**src/design/dtsr_pkg.sv**
```systemverilog
// Types, constants and helper functions of the date to seconds converter.
`default_nettype none

package dtsr_pkg;

	localparam int YEAR_W  = 12;
	localparam int MONTH_W = 4;
	localparam int DAY_W   = 5;
	localparam int HOUR_W  = 5;
	localparam int MIN_W   = 6;
	localparam int SEC_W   = 6;
	localparam int OUT_W   = 34;

	// year / 4 and (year / 4) / 25
	localparam int QUOT_W  = YEAR_W - 2;
	localparam int CENT_W  = 6;
	localparam int RECIP_W = 16;
	localparam int RECIP_SHIFT = 10;
	localparam int LEAP_W  = 10;
	localparam int MD_W    = 9;
	localparam int YDAYS_W = 21;
	localparam int DAYS_W  = 22;
	localparam int TOD_W   = 17;
	localparam int SPD_W   = 17;
	localparam int PROD_W  = DAYS_W + SPD_W;

	// floor(q * 41 / 1024) equals floor(q / 25) for every q below 1024.
	localparam logic [RECIP_W-1:0] RECIP_25   = 16'd41;
	localparam logic [QUOT_W-1:0]  CENT_DIV   = 10'd25;
	localparam logic [MD_W-1:0]    DAYS_PER_YEAR = 9'd365;
	localparam logic [SPD_W-1:0]   SECS_PER_DAY  = 17'd86400;
	localparam logic [TOD_W-1:0]   SECS_PER_HOUR = 17'd3600;
	localparam logic [TOD_W-1:0]   SECS_PER_MIN  = 17'd60;
	localparam logic [OUT_W-1:0]   OUT_MAX = {OUT_W{1'b1}};
	localparam logic [MONTH_W-1:0] MONTH_FEB = 4'd2;

	localparam int APB_ADDR_W = 3;
	localparam int APB_DATA_W = 32;
	localparam logic REG_REFERENCE_YEAR = 1'b0;
	localparam logic [YEAR_W-1:0] REFERENCE_YEAR_RST = 12'd1990;

	typedef struct packed {
		logic                vld;
		logic [DAYS_W-1:0]   days;
		logic [TOD_W-1:0]    tod;
	} days_beat_t;

	// Days in the whole months before the given one; codes above twelve count the full year.
	function automatic logic [MD_W-1:0] days_before_month(input logic [MONTH_W-1:0] month);
		logic [MD_W-1:0] d;
		unique case (month)
			4'd0:    d = 9'd0;
			4'd1:    d = 9'd0;
			4'd2:    d = 9'd31;
			4'd3:    d = 9'd59;
			4'd4:    d = 9'd90;
			4'd5:    d = 9'd120;
			4'd6:    d = 9'd151;
			4'd7:    d = 9'd181;
			4'd8:    d = 9'd212;
			4'd9:    d = 9'd243;
			4'd10:   d = 9'd273;
			4'd11:   d = 9'd304;
			4'd12:   d = 9'd334;
			default: d = DAYS_PER_YEAR;
		endcase
		return d;
	endfunction

	// Leap years in 0 .. y-1, given q = (y-1)/4 and c = q/25, for y above zero.
	function automatic logic [LEAP_W-1:0] leap_count(input logic [QUOT_W-1:0] q,
			input logic [CENT_W-1:0] c);
		logic [LEAP_W:0] s;
		s = {1'b0, q} - {{(LEAP_W+1-CENT_W){1'b0}}, c}
			+ {{(LEAP_W+3-CENT_W){1'b0}}, c[CENT_W-1:2]} + 11'd1;
		return s[LEAP_W-1:0];
	endfunction

endpackage

`default_nettype wire

```
**src/design/dtsr_apb.sv**
```systemverilog
// Configuration register file holding the reference year.
`default_nettype none

module dtsr_apb (
	input  wire logic                                clk,
	input  wire logic                                arst_n,
	input  wire logic                                psel,
	input  wire logic                                penable,
	input  wire logic                                pwrite,
	input  wire logic [dtsr_pkg::APB_ADDR_W-1:0]     paddr,
	input  wire logic [dtsr_pkg::APB_DATA_W-1:0]     pwdata,
	output logic      [dtsr_pkg::APB_DATA_W-1:0]     prdata,
	output logic                                     pready,
	output logic      [dtsr_pkg::YEAR_W-1:0]         ref_year
);

	logic [dtsr_pkg::YEAR_W-1:0] reference_year_q;
	logic                        reg_sel;

	// Only the word index takes part in decoding; the byte offset is ignored.
	assign reg_sel = (paddr[dtsr_pkg::APB_ADDR_W-1:2] == dtsr_pkg::REG_REFERENCE_YEAR);
	assign pready  = 1'b1;

	always_ff @(posedge clk or negedge arst_n) begin
		if (!arst_n) begin
			reference_year_q <= dtsr_pkg::REFERENCE_YEAR_RST;
		end else if (psel && penable && pwrite && pready && reg_sel) begin
			reference_year_q <= pwdata[dtsr_pkg::YEAR_W-1:0];
		end
	end

	always_comb begin
		prdata = '0;
		if (reg_sel) begin
			prdata = {{(dtsr_pkg::APB_DATA_W-dtsr_pkg::YEAR_W){1'b0}}, reference_year_q};
		end
	end

	assign ref_year = reference_year_q;

endmodule

`default_nettype wire

```
**src/design/dtsr_days.sv**
```systemverilog
// Day count pipeline: whole years with leap days, months, days and time of day.
`default_nettype none

module dtsr_days (
	input  wire logic                              clk,
	input  wire logic                              arst_n,
	input  wire logic                              accept,
	input  wire logic [dtsr_pkg::YEAR_W-1:0]       year,
	input  wire logic [dtsr_pkg::MONTH_W-1:0]      month,
	input  wire logic [dtsr_pkg::DAY_W-1:0]        day,
	input  wire logic [dtsr_pkg::HOUR_W-1:0]       hour,
	input  wire logic [dtsr_pkg::MIN_W-1:0]        minute,
	input  wire logic [dtsr_pkg::SEC_W-1:0]        second,
	input  wire logic [dtsr_pkg::YEAR_W-1:0]       ref_year,
	output dtsr_pkg::days_beat_t                   beat
);

	localparam int YW = dtsr_pkg::YEAR_W;
	localparam int QW = dtsr_pkg::QUOT_W;
	localparam int CW = dtsr_pkg::CENT_W;
	localparam int RW = dtsr_pkg::RECIP_W;
	localparam int LW = dtsr_pkg::LEAP_W;
	localparam int MW = dtsr_pkg::MD_W;
	localparam int YDW = dtsr_pkg::YDAYS_W;
	localparam int DW = dtsr_pkg::DAYS_W;
	localparam int TW = dtsr_pkg::TOD_W;

	// ---- stage 1: differences, reciprocal products, time of day ----
	logic [YW-1:0] yp, rp, diff;
	logic [QW-1:0] qyp, qy, qrp;
	logic [TW-1:0] tod;

	logic                           vld_s1;
	logic [QW-1:0]                  qyp_s1, qy_s1, qrp_s1;
	logic [RW-1:0]                  pyp_s1, py_s1, prp_s1;
	logic [1:0]                     ylo_s1;
	logic                           yzero_s1, rzero_s1, gt_s1;
	logic [YW-1:0]                  diff_s1;
	logic [dtsr_pkg::MONTH_W-1:0]   month_s1;
	logic [dtsr_pkg::DAY_W-1:0]     day_s1;
	logic [TW-1:0]                  tod_s1;

	assign yp   = year - 12'd1;
	assign rp   = ref_year - 12'd1;
	assign diff = year - ref_year;
	assign qyp  = yp[YW-1:2];
	assign qy   = year[YW-1:2];
	assign qrp  = rp[YW-1:2];
	assign tod  = TW'(hour) * dtsr_pkg::SECS_PER_HOUR + TW'(minute) * dtsr_pkg::SECS_PER_MIN
		+ TW'(second);

	always_ff @(posedge clk or negedge arst_n) begin
		if (!arst_n) begin
			vld_s1 <= 1'b0;
		end else begin
			vld_s1 <= accept;
		end
	end

	always_ff @(posedge clk) begin
		qyp_s1   <= qyp;
		qy_s1    <= qy;
		qrp_s1   <= qrp;
		pyp_s1   <= {{(RW-QW){1'b0}}, qyp} * dtsr_pkg::RECIP_25;
		py_s1    <= {{(RW-QW){1'b0}}, qy} * dtsr_pkg::RECIP_25;
		prp_s1   <= {{(RW-QW){1'b0}}, qrp} * dtsr_pkg::RECIP_25;
		ylo_s1   <= year[1:0];
		yzero_s1 <= (year == '0);
		rzero_s1 <= (ref_year == '0);
		gt_s1    <= (year > ref_year);
		diff_s1  <= diff;
		month_s1 <= month;
		day_s1   <= day;
		tod_s1   <= tod;
	end

	// ---- stage 2: leap counts, leap flag, year days, month and day offset ----
	logic [CW-1:0] c_yp, c_y, c_rp;
	logic          cent, leap, leap_adj;
	logic [dtsr_pkg::DAY_W-1:0] day_off;

	logic           vld_s2;
	logic           gt_s2;
	logic [YDW-1:0] ydays_s2;
	logic [LW-1:0]  leaps_y_s2, leaps_r_s2;
	logic [MW-1:0]  md_s2;
	logic [TW-1:0]  tod_s2;

	assign c_yp = pyp_s1[dtsr_pkg::RECIP_SHIFT +: CW];
	assign c_y  = py_s1[dtsr_pkg::RECIP_SHIFT +: CW];
	assign c_rp = prp_s1[dtsr_pkg::RECIP_SHIFT +: CW];

	// A year divisible by four is a century when its quarter is a multiple of 25.
	assign cent     = (qy_s1 == {{(QW-CW){1'b0}}, c_y} * dtsr_pkg::CENT_DIV);
	assign leap     = (ylo_s1 == 2'd0) && (!cent || (c_y[1:0] == 2'd0));
	assign leap_adj = leap && (month_s1 > dtsr_pkg::MONTH_FEB);
	assign day_off  = (day_s1 != '0) ? day_s1 - 5'd1 : '0;

	always_ff @(posedge clk or negedge arst_n) begin
		if (!arst_n) begin
			vld_s2 <= 1'b0;
		end else begin
			vld_s2 <= vld_s1;
		end
	end

	always_ff @(posedge clk) begin
		gt_s2      <= gt_s1;
		ydays_s2   <= {{(YDW-YW){1'b0}}, diff_s1}
			* {{(YDW-MW){1'b0}}, dtsr_pkg::DAYS_PER_YEAR};
		leaps_y_s2 <= yzero_s1 ? '0 : dtsr_pkg::leap_count(qyp_s1, c_yp);
		leaps_r_s2 <= rzero_s1 ? '0 : dtsr_pkg::leap_count(qrp_s1, c_rp);
		md_s2      <= dtsr_pkg::days_before_month(month_s1)
			+ {{(MW-1){1'b0}}, leap_adj}
			+ {{(MW-dtsr_pkg::DAY_W){1'b0}}, day_off};
		tod_s2     <= tod_s1;
	end

	// ---- stage 3: total day count ----
	logic [DW-1:0] years_days;

	logic          vld_s3;
	logic [DW-1:0] days_s3;
	logic [TW-1:0] tod_s3;

	// The later year never has fewer leap years below it, so this cannot wrap.
	assign years_days = {{(DW-YDW){1'b0}}, ydays_s2} + {{(DW-LW){1'b0}}, leaps_y_s2}
		- {{(DW-LW){1'b0}}, leaps_r_s2};

	always_ff @(posedge clk or negedge arst_n) begin
		if (!arst_n) begin
			vld_s3 <= 1'b0;
		end else begin
			vld_s3 <= vld_s2;
		end
	end

	always_ff @(posedge clk) begin
		days_s3 <= (gt_s2 ? years_days : '0) + {{(DW-MW){1'b0}}, md_s2};
		tod_s3  <= tod_s2;
	end

	assign beat.vld  = vld_s3;
	assign beat.days = days_s3;
	assign beat.tod  = tod_s3;

endmodule

`default_nettype wire

```
**src/design/dtsr_scale.sv**
```systemverilog
// Seconds stage: scales days to seconds, adds time of day and saturates.
`default_nettype none

module dtsr_scale (
	input  wire logic                            clk,
	input  wire logic                            arst_n,
	input  wire dtsr_pkg::days_beat_t            beat,
	output logic                                 done,
	output logic [dtsr_pkg::OUT_W-1:0]           elapsed_seconds
);

	localparam int DW = dtsr_pkg::DAYS_W;
	localparam int SW = dtsr_pkg::SPD_W;
	localparam int PW = dtsr_pkg::PROD_W;
	localparam int TW = dtsr_pkg::TOD_W;
	localparam int OW = dtsr_pkg::OUT_W;

	logic          vld_s4;
	logic [PW-1:0] prod_s4;
	logic [TW-1:0] tod_s4;

	logic [PW:0]   sum;
	logic          vld_s5;
	logic [OW-1:0] elapsed_s5;

	always_ff @(posedge clk or negedge arst_n) begin
		if (!arst_n) begin
			vld_s4 <= 1'b0;
			vld_s5 <= 1'b0;
		end else begin
			vld_s4 <= beat.vld;
			vld_s5 <= vld_s4;
		end
	end

	always_ff @(posedge clk) begin
		prod_s4 <= {{SW{1'b0}}, beat.days} * {{DW{1'b0}}, dtsr_pkg::SECS_PER_DAY};
		tod_s4  <= beat.tod;
	end

	assign sum = {1'b0, prod_s4} + {{(PW+1-TW){1'b0}}, tod_s4};

	always_ff @(posedge clk) begin
		if (sum[PW:OW] != '0) begin
			elapsed_s5 <= dtsr_pkg::OUT_MAX;
		end else begin
			elapsed_s5 <= sum[OW-1:0];
		end
	end

	assign done            = vld_s5;
	assign elapsed_seconds = elapsed_s5;

endmodule

`default_nettype wire

```
**src/design/date_to_seconds_since_reference.sv**
```systemverilog
// Top level of the calendar date to elapsed seconds converter.
//
// A date (year, month, day, hour, minute, second) is taken on the edge where
// start is high and busy is low. busy stays low, so a new date may be given
// in every cycle. The result, the seconds since 1 January 00:00:00 of the
// reference year, shows on elapsed_seconds with done high for one cycle,
// once the date has passed the register stages below; results leave in
// the order the dates came in, one per date. The receiver has no way to
// hold results back and none is needed: every stage moves on each cycle.
// The five register stages are year differences and reciprocal
// products, leap counts and month offset, day total, the days-by-86400
// multiply, and the final add with saturation at 2^34 - 1.
// The reference year sits in the register at APB word address zero. It
// must be written only while no date is in flight, a rule the block
// leaves to the user. It is sampled as each date enters. An asynchronous
// reset empties the pipeline (done low) and sets the reference year to 1990.
`default_nettype none

module date_to_seconds_since_reference (
	input  wire logic                              clk,
	input  wire logic                              arst_n,
	input  wire logic                              start,
	output logic                                   busy,
	input  wire logic [dtsr_pkg::YEAR_W-1:0]       year,
	input  wire logic [dtsr_pkg::MONTH_W-1:0]      month,
	input  wire logic [dtsr_pkg::DAY_W-1:0]        day,
	input  wire logic [dtsr_pkg::HOUR_W-1:0]       hour,
	input  wire logic [dtsr_pkg::MIN_W-1:0]        minute,
	input  wire logic [dtsr_pkg::SEC_W-1:0]        second,
	output logic                                   done,
	output logic [dtsr_pkg::OUT_W-1:0]             elapsed_seconds,
	input  wire logic                              psel,
	input  wire logic                              penable,
	input  wire logic                              pwrite,
	input  wire logic [dtsr_pkg::APB_ADDR_W-1:0]   paddr,
	input  wire logic [dtsr_pkg::APB_DATA_W-1:0]   pwdata,
	output logic      [dtsr_pkg::APB_DATA_W-1:0]   prdata,
	output logic                                   pready
);

	logic                        accept;
	logic [dtsr_pkg::YEAR_W-1:0] ref_year;
	dtsr_pkg::days_beat_t        days_beat;

	assign busy   = 1'b0;
	assign accept = start && !busy;

	dtsr_apb u_apb (
		.clk      (clk),
		.arst_n   (arst_n),
		.psel     (psel),
		.penable  (penable),
		.pwrite   (pwrite),
		.paddr    (paddr),
		.pwdata   (pwdata),
		.prdata   (prdata),
		.pready   (pready),
		.ref_year (ref_year)
	);

	dtsr_days u_days (
		.clk      (clk),
		.arst_n   (arst_n),
		.accept   (accept),
		.year     (year),
		.month    (month),
		.day      (day),
		.hour     (hour),
		.minute   (minute),
		.second   (second),
		.ref_year (ref_year),
		.beat     (days_beat)
	);

	dtsr_scale u_scale (
		.clk             (clk),
		.arst_n          (arst_n),
		.beat            (days_beat),
		.done            (done),
		.elapsed_seconds (elapsed_seconds)
	);

endmodule

`default_nettype wire

```
**config.mk**
```make
export PLATFORM = sky130hd
export DESIGN_NAME = date_to_seconds_since_reference
export DESIGN_NICKNAME = d
export VERILOG_FILES = /design/src/design/dtsr_pkg.sv /design/src/design/dtsr_apb.sv /design/src/design/dtsr_days.sv /design/src/design/dtsr_scale.sv /design/src/design/date_to_seconds_since_reference.sv
export SDC_FILE = /design/constraint.sdc
export NUM_CORES = 1
export LEC_CHECK = 0
export ABC_AREA = 1
export BUFFER_PORTS_ARGS = -buffer_cell sky130_fd_sc_hd__buf_2
export CORE_MARGIN = 1.5
export CORE_UTILIZATION = 50
export DETAILED_ROUTE_END_ITERATION = 6
export PLACE_DENSITY = 0.65
export REMOVE_ABC_BUFFERS = 1
export SETUP_SLACK_MARGIN = 0.02
export SYNTH_ARGS = -nofsm -noshare
export SYNTH_HDL_FRONTEND = slang
export SYNTH_HIERARCHICAL = 1
export SYNTH_SLANG_ARGS = --single-unit
```
**constraint.sdc**
```tcl
create_clock -name clk -period 4.63 [get_ports clk]
set_clock_uncertainty 0.1 [all_clocks]
set_input_delay 0.926 -clock clk [delete_from_list [all_inputs] [get_ports clk]]
set_output_delay 0.926 -clock clk [all_outputs]
set_load 0.05 [all_outputs]
```
==> Word level (Yosys, flattened, before mapping) <==
Memory sizes are Yosys's and may differ from the RTL's. A register that Yosys moved wholly into a read port is not among the register bits.
Index checks and enable logic that the tools add are counted.
{ "classes": {"mux": 3, "n_div": 0, "multipliers": 8, "bitwise": 1, "n_reduce_logical": 13, "n_shift": 0, "add_sub_neg": 18, "magnitude_cmp": 2, "eq_ne": 1} }
{ "op_table": {"columns": ["op", "count"], "rows": [
  ["10-bit by 6-bit multiplier with 16-bit output (second input constant)", 3],
  ["39-bit by 17-bit adder with 40-bit output", 1],
  ["22-bit by 10-bit multiplier with 32-bit output (second input constant)", 1],
  ["12-bit zero test", 2],
  ["12-bit by 1-bit subtractor with 12-bit output (second input constant)", 2],
  ["21-bit by 10-bit adder with 22-bit output", 1],
  ["22-bit by 9-bit adder with 22-bit output", 1],
  ["22-bit 2-to-1 mux", 1],
  ["22-bit by 10-bit subtractor with 22-bit output", 1],
  ["12-bit by 9-bit multiplier with 21-bit output (second input constant)", 1],
  ["10-bit by 1-bit adder with 10-bit output (second input constant)", 2],
  ["10-bit by 4-bit adder with 10-bit output", 2],
  ["10-bit by 6-bit subtractor with 10-bit output", 2],
  ["17-bit by 12-bit adder with 17-bit output", 1],
  ["17-bit by 6-bit adder with 17-bit output", 1],
  ["5-bit by 8-bit multiplier with 13-bit output (second input constant)", 1],
  ["12-bit > comparator", 1],
  ["12-bit 2-to-1 mux", 1],
  ["12-bit subtractor", 1],
  ["10-bit == test", 1],
  ["6-bit by 4-bit multiplier with 10-bit output (second input constant)", 1],
  ["6-bit by 5-bit multiplier with 10-bit output (second input constant)", 1],
  ["9-bit by 1-bit adder with 9-bit output", 1],
  ["9-bit by 5-bit adder with 9-bit output", 1],
  ["10 further kinds", 15]
]} }
{ "totals": {"word_cells": 78, "mem_bits_rw": 0, "output_inout_bits": 69, "rom_bits": 144, "reg_bits": 328, "mem_count": 1, "latchBits": 0, "inputBits": 79} }
{ "memory_table": {"columns": ["name", "depth", "word_bits", "read_ports", "rd_clocked_by_memory_dff", "write_ports", "line", "text"], "rows": [
  ["(name not given)", 16, 9, 1, 1, 0, "dtsr_pkg.sv:51", "unique case (month)"]
]} }

==> Longest topological paths before layout <==
{ "logic_depth": {"ltp_word": 8, "mapped_depth": 26, "mapped_depth_nobuf": 26} }

==> Hierarchy <==
Netlist, hierarchy kept.
{ "by_module_without_submodules": {"columns": ["module", "area_per_inst_um2", "instances", "cells_per_inst", "seq_area_each_um2"], "rows": [
  ["dtsr_days", 16044.1, 1, 1930, 4219.0],
  ["dtsr_scale", 7288.2, 1, 846, 1711.6],
  ["dtsr_apb", 772.0, 1, 104, 309.0],
  ["date_to_seconds_since_reference", 11.3, 1, 2, 0.0]
]} }

==> Worst setup path before layout <==
No wires, ideal clock.
{ "synth_path": {"path_kind": "input -> register", "start": "input port minute[3] (netlist name)", "end": "register u_days.tod_s1[16]", "path_buffers": 0, "stages": 22, "t_arrival_ns": 4.667, "required_ns": 4.409, "setup_time_ns": 0.121, "setup_slack_ns": -0.258, "cell_sequence": "inv_1 -> fa_1 -> fa_1 -> inv_1 -> ha_1 -> a21oi_1 -> nand2_1 -> a21oi_1 -> o21ai_0 -> a21o_1 -> a21oi_1 -> xnor2_1 -> ha_1 -> ha_1 -> nand2_1 -> nor3_1 -> nand3_1 -> o2111ai_1 -> nand2_1 -> nand2_1 -> nand3b_1 -> xor2_1"} }
{ "synth_via": {"elab_chain_len": 3} }
{ "synth_rtl": {"columns": ["item", "line", "text"], "rows": [
  ["start, declared", "date_to_seconds_since_reference.sv:28", "input wire logic [dtsr_pkg::MIN_W-1:0] minute,"],
  ["6-bit by 4-bit multiplier with 10-bit output", "dtsr_days.sv:49", "assign tod = TW'(hour) * dtsr_pkg::SECS_PER_HOUR + TW'(minute) * dtsr_pkg::SECS_PER_MIN"],
  ["17-bit by 12-bit adder with 17-bit output", "dtsr_days.sv:49", null],
  ["17-bit by 6-bit adder with 17-bit output", "dtsr_days.sv:50", "+ TW'(second);"],
  ["named net u_days.tod[16]", "dtsr_days.sv:31", "logic [TW-1:0] tod;"],
  ["end signal, assigned", "dtsr_days.sv:74", "tod_s1 <= tod;"],
  ["end, declared", "dtsr_days.sv:41", "logic [TW-1:0] tod_s1;"]
]} }
The timed path passes the listed nets, and every way through them passes these cells.
A chain may end at the register's enable or synchronous reset.

==> Final worst setup path <==
{ "layout_path": {"start": "input port minute[1] (netlist name)", "end": "register u_days.tod_s1[16]"} }
Same word-level chain as after synthesis.

==> flow_metrics.py <==
metrics = {
    "logic_synthesis": {
        "synth_top_area_cell": "dfxtp_1",
        "ys.warnings.count": 6,
        "synth_area_per_cell_sq_um": 8.37,
        "synth_cell_types": 58,
        "netlist_instances": 2882,
        "synth_top_area_share_pct": 24.1,
        "syn_area_sq_um": 24100,
        "ys_seq_elements": 307,
        "async_flop_share_pct": 5.54,
        "synthTopCellsByArea": "dfxtp_1 24%, ha_1 21%, fa_1 11%",
        "synth_edf_count": 0,
        "yosysSeqAreaShare_pct": 25.9,
        "synthFlopType": "dfxtp_1",
    },
    "placement": {
        "gp_congestion": 0.877,
        "dp_hpwl_um": 41300,
        "placed_area_sq_um": 25700,
        "io_buffers": 103,
    },
    "clock_tree": {
        "cts_buffer_depth": 3,
        "cts_made_buffers": 37,
        "root_buffer": "clkbuf_16",
        "post_cts_buffers": 0,
        "cts_max_level": 2,
        "path_clk_slew_ns": 0.06,
        "cts_tree": "yes",
        "worst_skew_pair.late_latency_ns": 0.56,
        "numClockSinks": 307,
    },
    "routing": {
        "via_count": 18200,
        "ant_nets": 0,
        "via_per_inst": 4.89,
        "wire_per_inst_um": 13.3,
        "drc": 0,
        "drt-total-wl_um": 49300,
        "drtPass1Iterations": 6,
        "drt_iter0_markers": 714,
    },
    "floorplanning": {
        "die_w_um": 223,
        "die_area_sq_um": 49600,
        "io_pins": 148,
        "core-area_sq_um": 47600,
        "start_util_pct": 50.6,
        "placementRows": 80,
        "fp.dieH_um": 223,
    },
    "worst_setup_path": {
        "slowest_stage": "fa_1",
        "worstPathMaxFanout": 4,
        "critPathBufInv": 3,
        "critical_path_class": "in -> reg",
        "worst-r2r-setup-slack_ns": 0.27,
        "crit_arrival_ns": 4.77,
        "reg2reg_to": "u_scale/prod_s4[38]",
        "worstSetupStartpointType": "primary input",
        "cp_slowest_stage_delay_ns": 0.51,
        "rr_startpoint": "u_days/days_s3[7]",
        "worstRegToRegCells": 17,
        "crit_chain": "buf_2 > inv_1 > fa_1 > fa_1 > inv_1 > ha_4 > a21oi_2 > nand2_2 > a21oi_2 > o21ai_1 > a21o_1 > a21oi_2 > xnor2_2 > ha_1 > ha_4 > nand2_1 > nor3_2 > nand3_1 > o2111ai_2 > nand2_1 > nand2_1 > nand3b_1 > xor2_1",
        "worstSetupEndpointType": "flop",
        "critical_path.top_delay_family": "adder cells",
        "crit_required_ns": 4.95,
    },
    "status": {
        "outcome": "completed",
    },
    "min_path": {
        "hold_path_class": "in -> async",
    },
    "global_route": {
        "grt_pass1_wl_um": 84400,
        "grt_pass1_vias": 18300,
        "grt_max_degree": 35,
        "grt_remaining_overflow": 0,
        "antenna_found_initial": 0,
        "grt_usage_pct": 20.6,
    },
    "layout": {
        "insertedDiodeCount": 0,
        "drive_gt1_share_pct": 12.7,
        "regArea_sq_um": 6240,
        "multi_input_area_sq_um": 15500,
        "fin_nets": 3702,
        "fillCellCount": 4361,
        "area_growth_pct": 12.5,
        "stdcell_area_sq_um": 27100,
    },
    "timing": {
        "max_freq_mhz": 225,
        "timing.slew.headroom_pct": 27.6,
        "min_period_over_period_pct": 95.9,
        "hold_viol_final": 0,
        "tightest_slew_ns": 1.08,
        "final.min_clock_period_ns": 4.44,
        "rsz0062_at_grt": "yes",
        "slew_viol_final": 0,
        "finalSetupViolations": 0,
    },
    "job": {
        "cap_violations": 0,
    },
}
## worst max-delay path by stage
stage	start	slack (ns)	end	depth (start not counted)
2_1_floorplan	minute[3]	-0.26	u_days/tod_s1[16]	22
3_3_place_gp	minute[1]	-0.43	u_days/tod_s1[16]	23
3_5_place_dp	minute[1]	-0.55	u_days/tod_s1[16]	23
4_1_cts	minute[1]	0.02	u_days/tod_s1[16]	23
5_1_grt	minute[1]	-0.004	u_days/tod_s1[16]	22
6_report	minute[1]	0.19	u_days/tod_s1[16]	23
## placed cells by master, fill, tap and decap left out, types with 8 or more instances in the layout
master	count
inv_1	585
nand2_1	462
ha_1	409
dfxtp_1	287
a21oi_1	172
nor2_1	150
fa_1	133
nand3_1	110
buf_2	103
xor2_1	97
o21ai_0	84
buf_4	68
xnor2_1	56
nand3_2	44
clkbuf_16	38
nor3_1	28
nor2_2	27
nand4_1	26
conb_1	22
nand2_2	22
a21o_1	13
inv_2	12
nor2_4	10
dfrtp_1	10
a31oi_1	9
nor3_2	8
## registers in the layout, indices dropped and copies added, names as in the netlist, 12 cells and up, named ones only
register / count
u_scale/prod_s4: 32
u_days/tod_s2: 17
u_days/tod_s1: 17
u_days/days_s3: 22
u_scale/tod_s4: 17
u_days/diff_s1: 12
u_scale/elapsed_seconds: 34
u_days/ydays_s2: 21
u_days/tod_s3: 17
u_apb/ref_year: 12
## per-layer routing
metal / part of all wire [%] / up-vias / wire, um / global-route usage (%)
li1: - / 9507 / - / -
met1: 46 / 8324 / 22800 / 25.8
met2: 48 / 263 / 23600 / 36.7
met3: 3.0 / 73 / 1470 / 2.31
met4: 2.9 / 0 / 1410 / 7.13
met5: 0 / - / 0 / 0
## metrics by stage
| stage | hold slack (ns) | util, % | setup TNS (ns) | worst slack, ns | std cells |
|---|---|---|---|---|---|
| after global routing | 0.197 | 56.9 | -0.00362 | -0.00362 | 3718 |
| after floorplan | 0.210 | - | -0.481 | -0.258 | 2865 |
| after global placement | 0.210 | 53.9 | -1.78 | -0.435 | 3651 |
| after CTS | 0.153 | 56.7 | 0 | 0.0250 | 3718 |
| after detailed placement | 0.212 | 53.9 | -2.38 | -0.553 | 3651 |
| final | 0.175 | 56.9 | 0 | 0.190 | 3718 |
## kinds of logic (layout without fill, tap and decap cells)
logic type      after synthesis  count (layout)  synth area share (%)
simple gates                912             912                  17.9
buf+inv                     634             836                  10.6
fa+ha+maj                   548             548                  32.6
compound gates              324             324                  7.37
flops                       307             307                  25.9
xor+xnor                    154             154                  5.59
other cells                   3              22                0.0467
## synth_stat cells, drive strengths merged (3+ instances only)
cell    number
buf         34
nand2      486
nand4       28
o21a         7
nor3        36
a211oi       4
xnor2       57
a21o        13
nor2       188
inv        597
xor2        97
nand3b       8
a31oi        9
a21boi       3
dfrtp       10
o21bai       6
a221oi       3
nand3      157
a21oi      177
ha         413
dfstp        7
dfxtp      290
fa         135
conb         3
o21ai       88
## worst register-to-register path: stages, from the launching register on
cell	delay, ns
dfxtp_1	0.49
ha_1	0.32
fa_1	0.53
fa_1	0.42
ha_1	0.29
inv_1	0.05
fa_1	0.49
inv_1	0.04
ha_1	0.34
a21oi_1	0.27
o21ai_0	0.21
a21oi_1	0.16
o21ai_0	0.10
buf_4	0.16
nand3b_1	0.11
nand2_1	0.07
nand2_1	0.07
nand2_1	0.05
## area by class of cell
class,instances,share of cell area (%)
Inverter,598,8.28
Multi-Input combinational cell,1960,57.1
Sequential cell,307,23.0
Tap cell,615,2.84
Clock buffer,45,3.71
Clock inverter,22,1.22
Timing Repair Buffer,171,3.78
## timing repair
item,CTS,global route
setup endpoints to repair,0,11
gates resized for setup,0,25
hold buffers,0,0
Power is not shown: default switching activity piles up to over one toggle a cycle in this logic, so the estimate is an artifact.
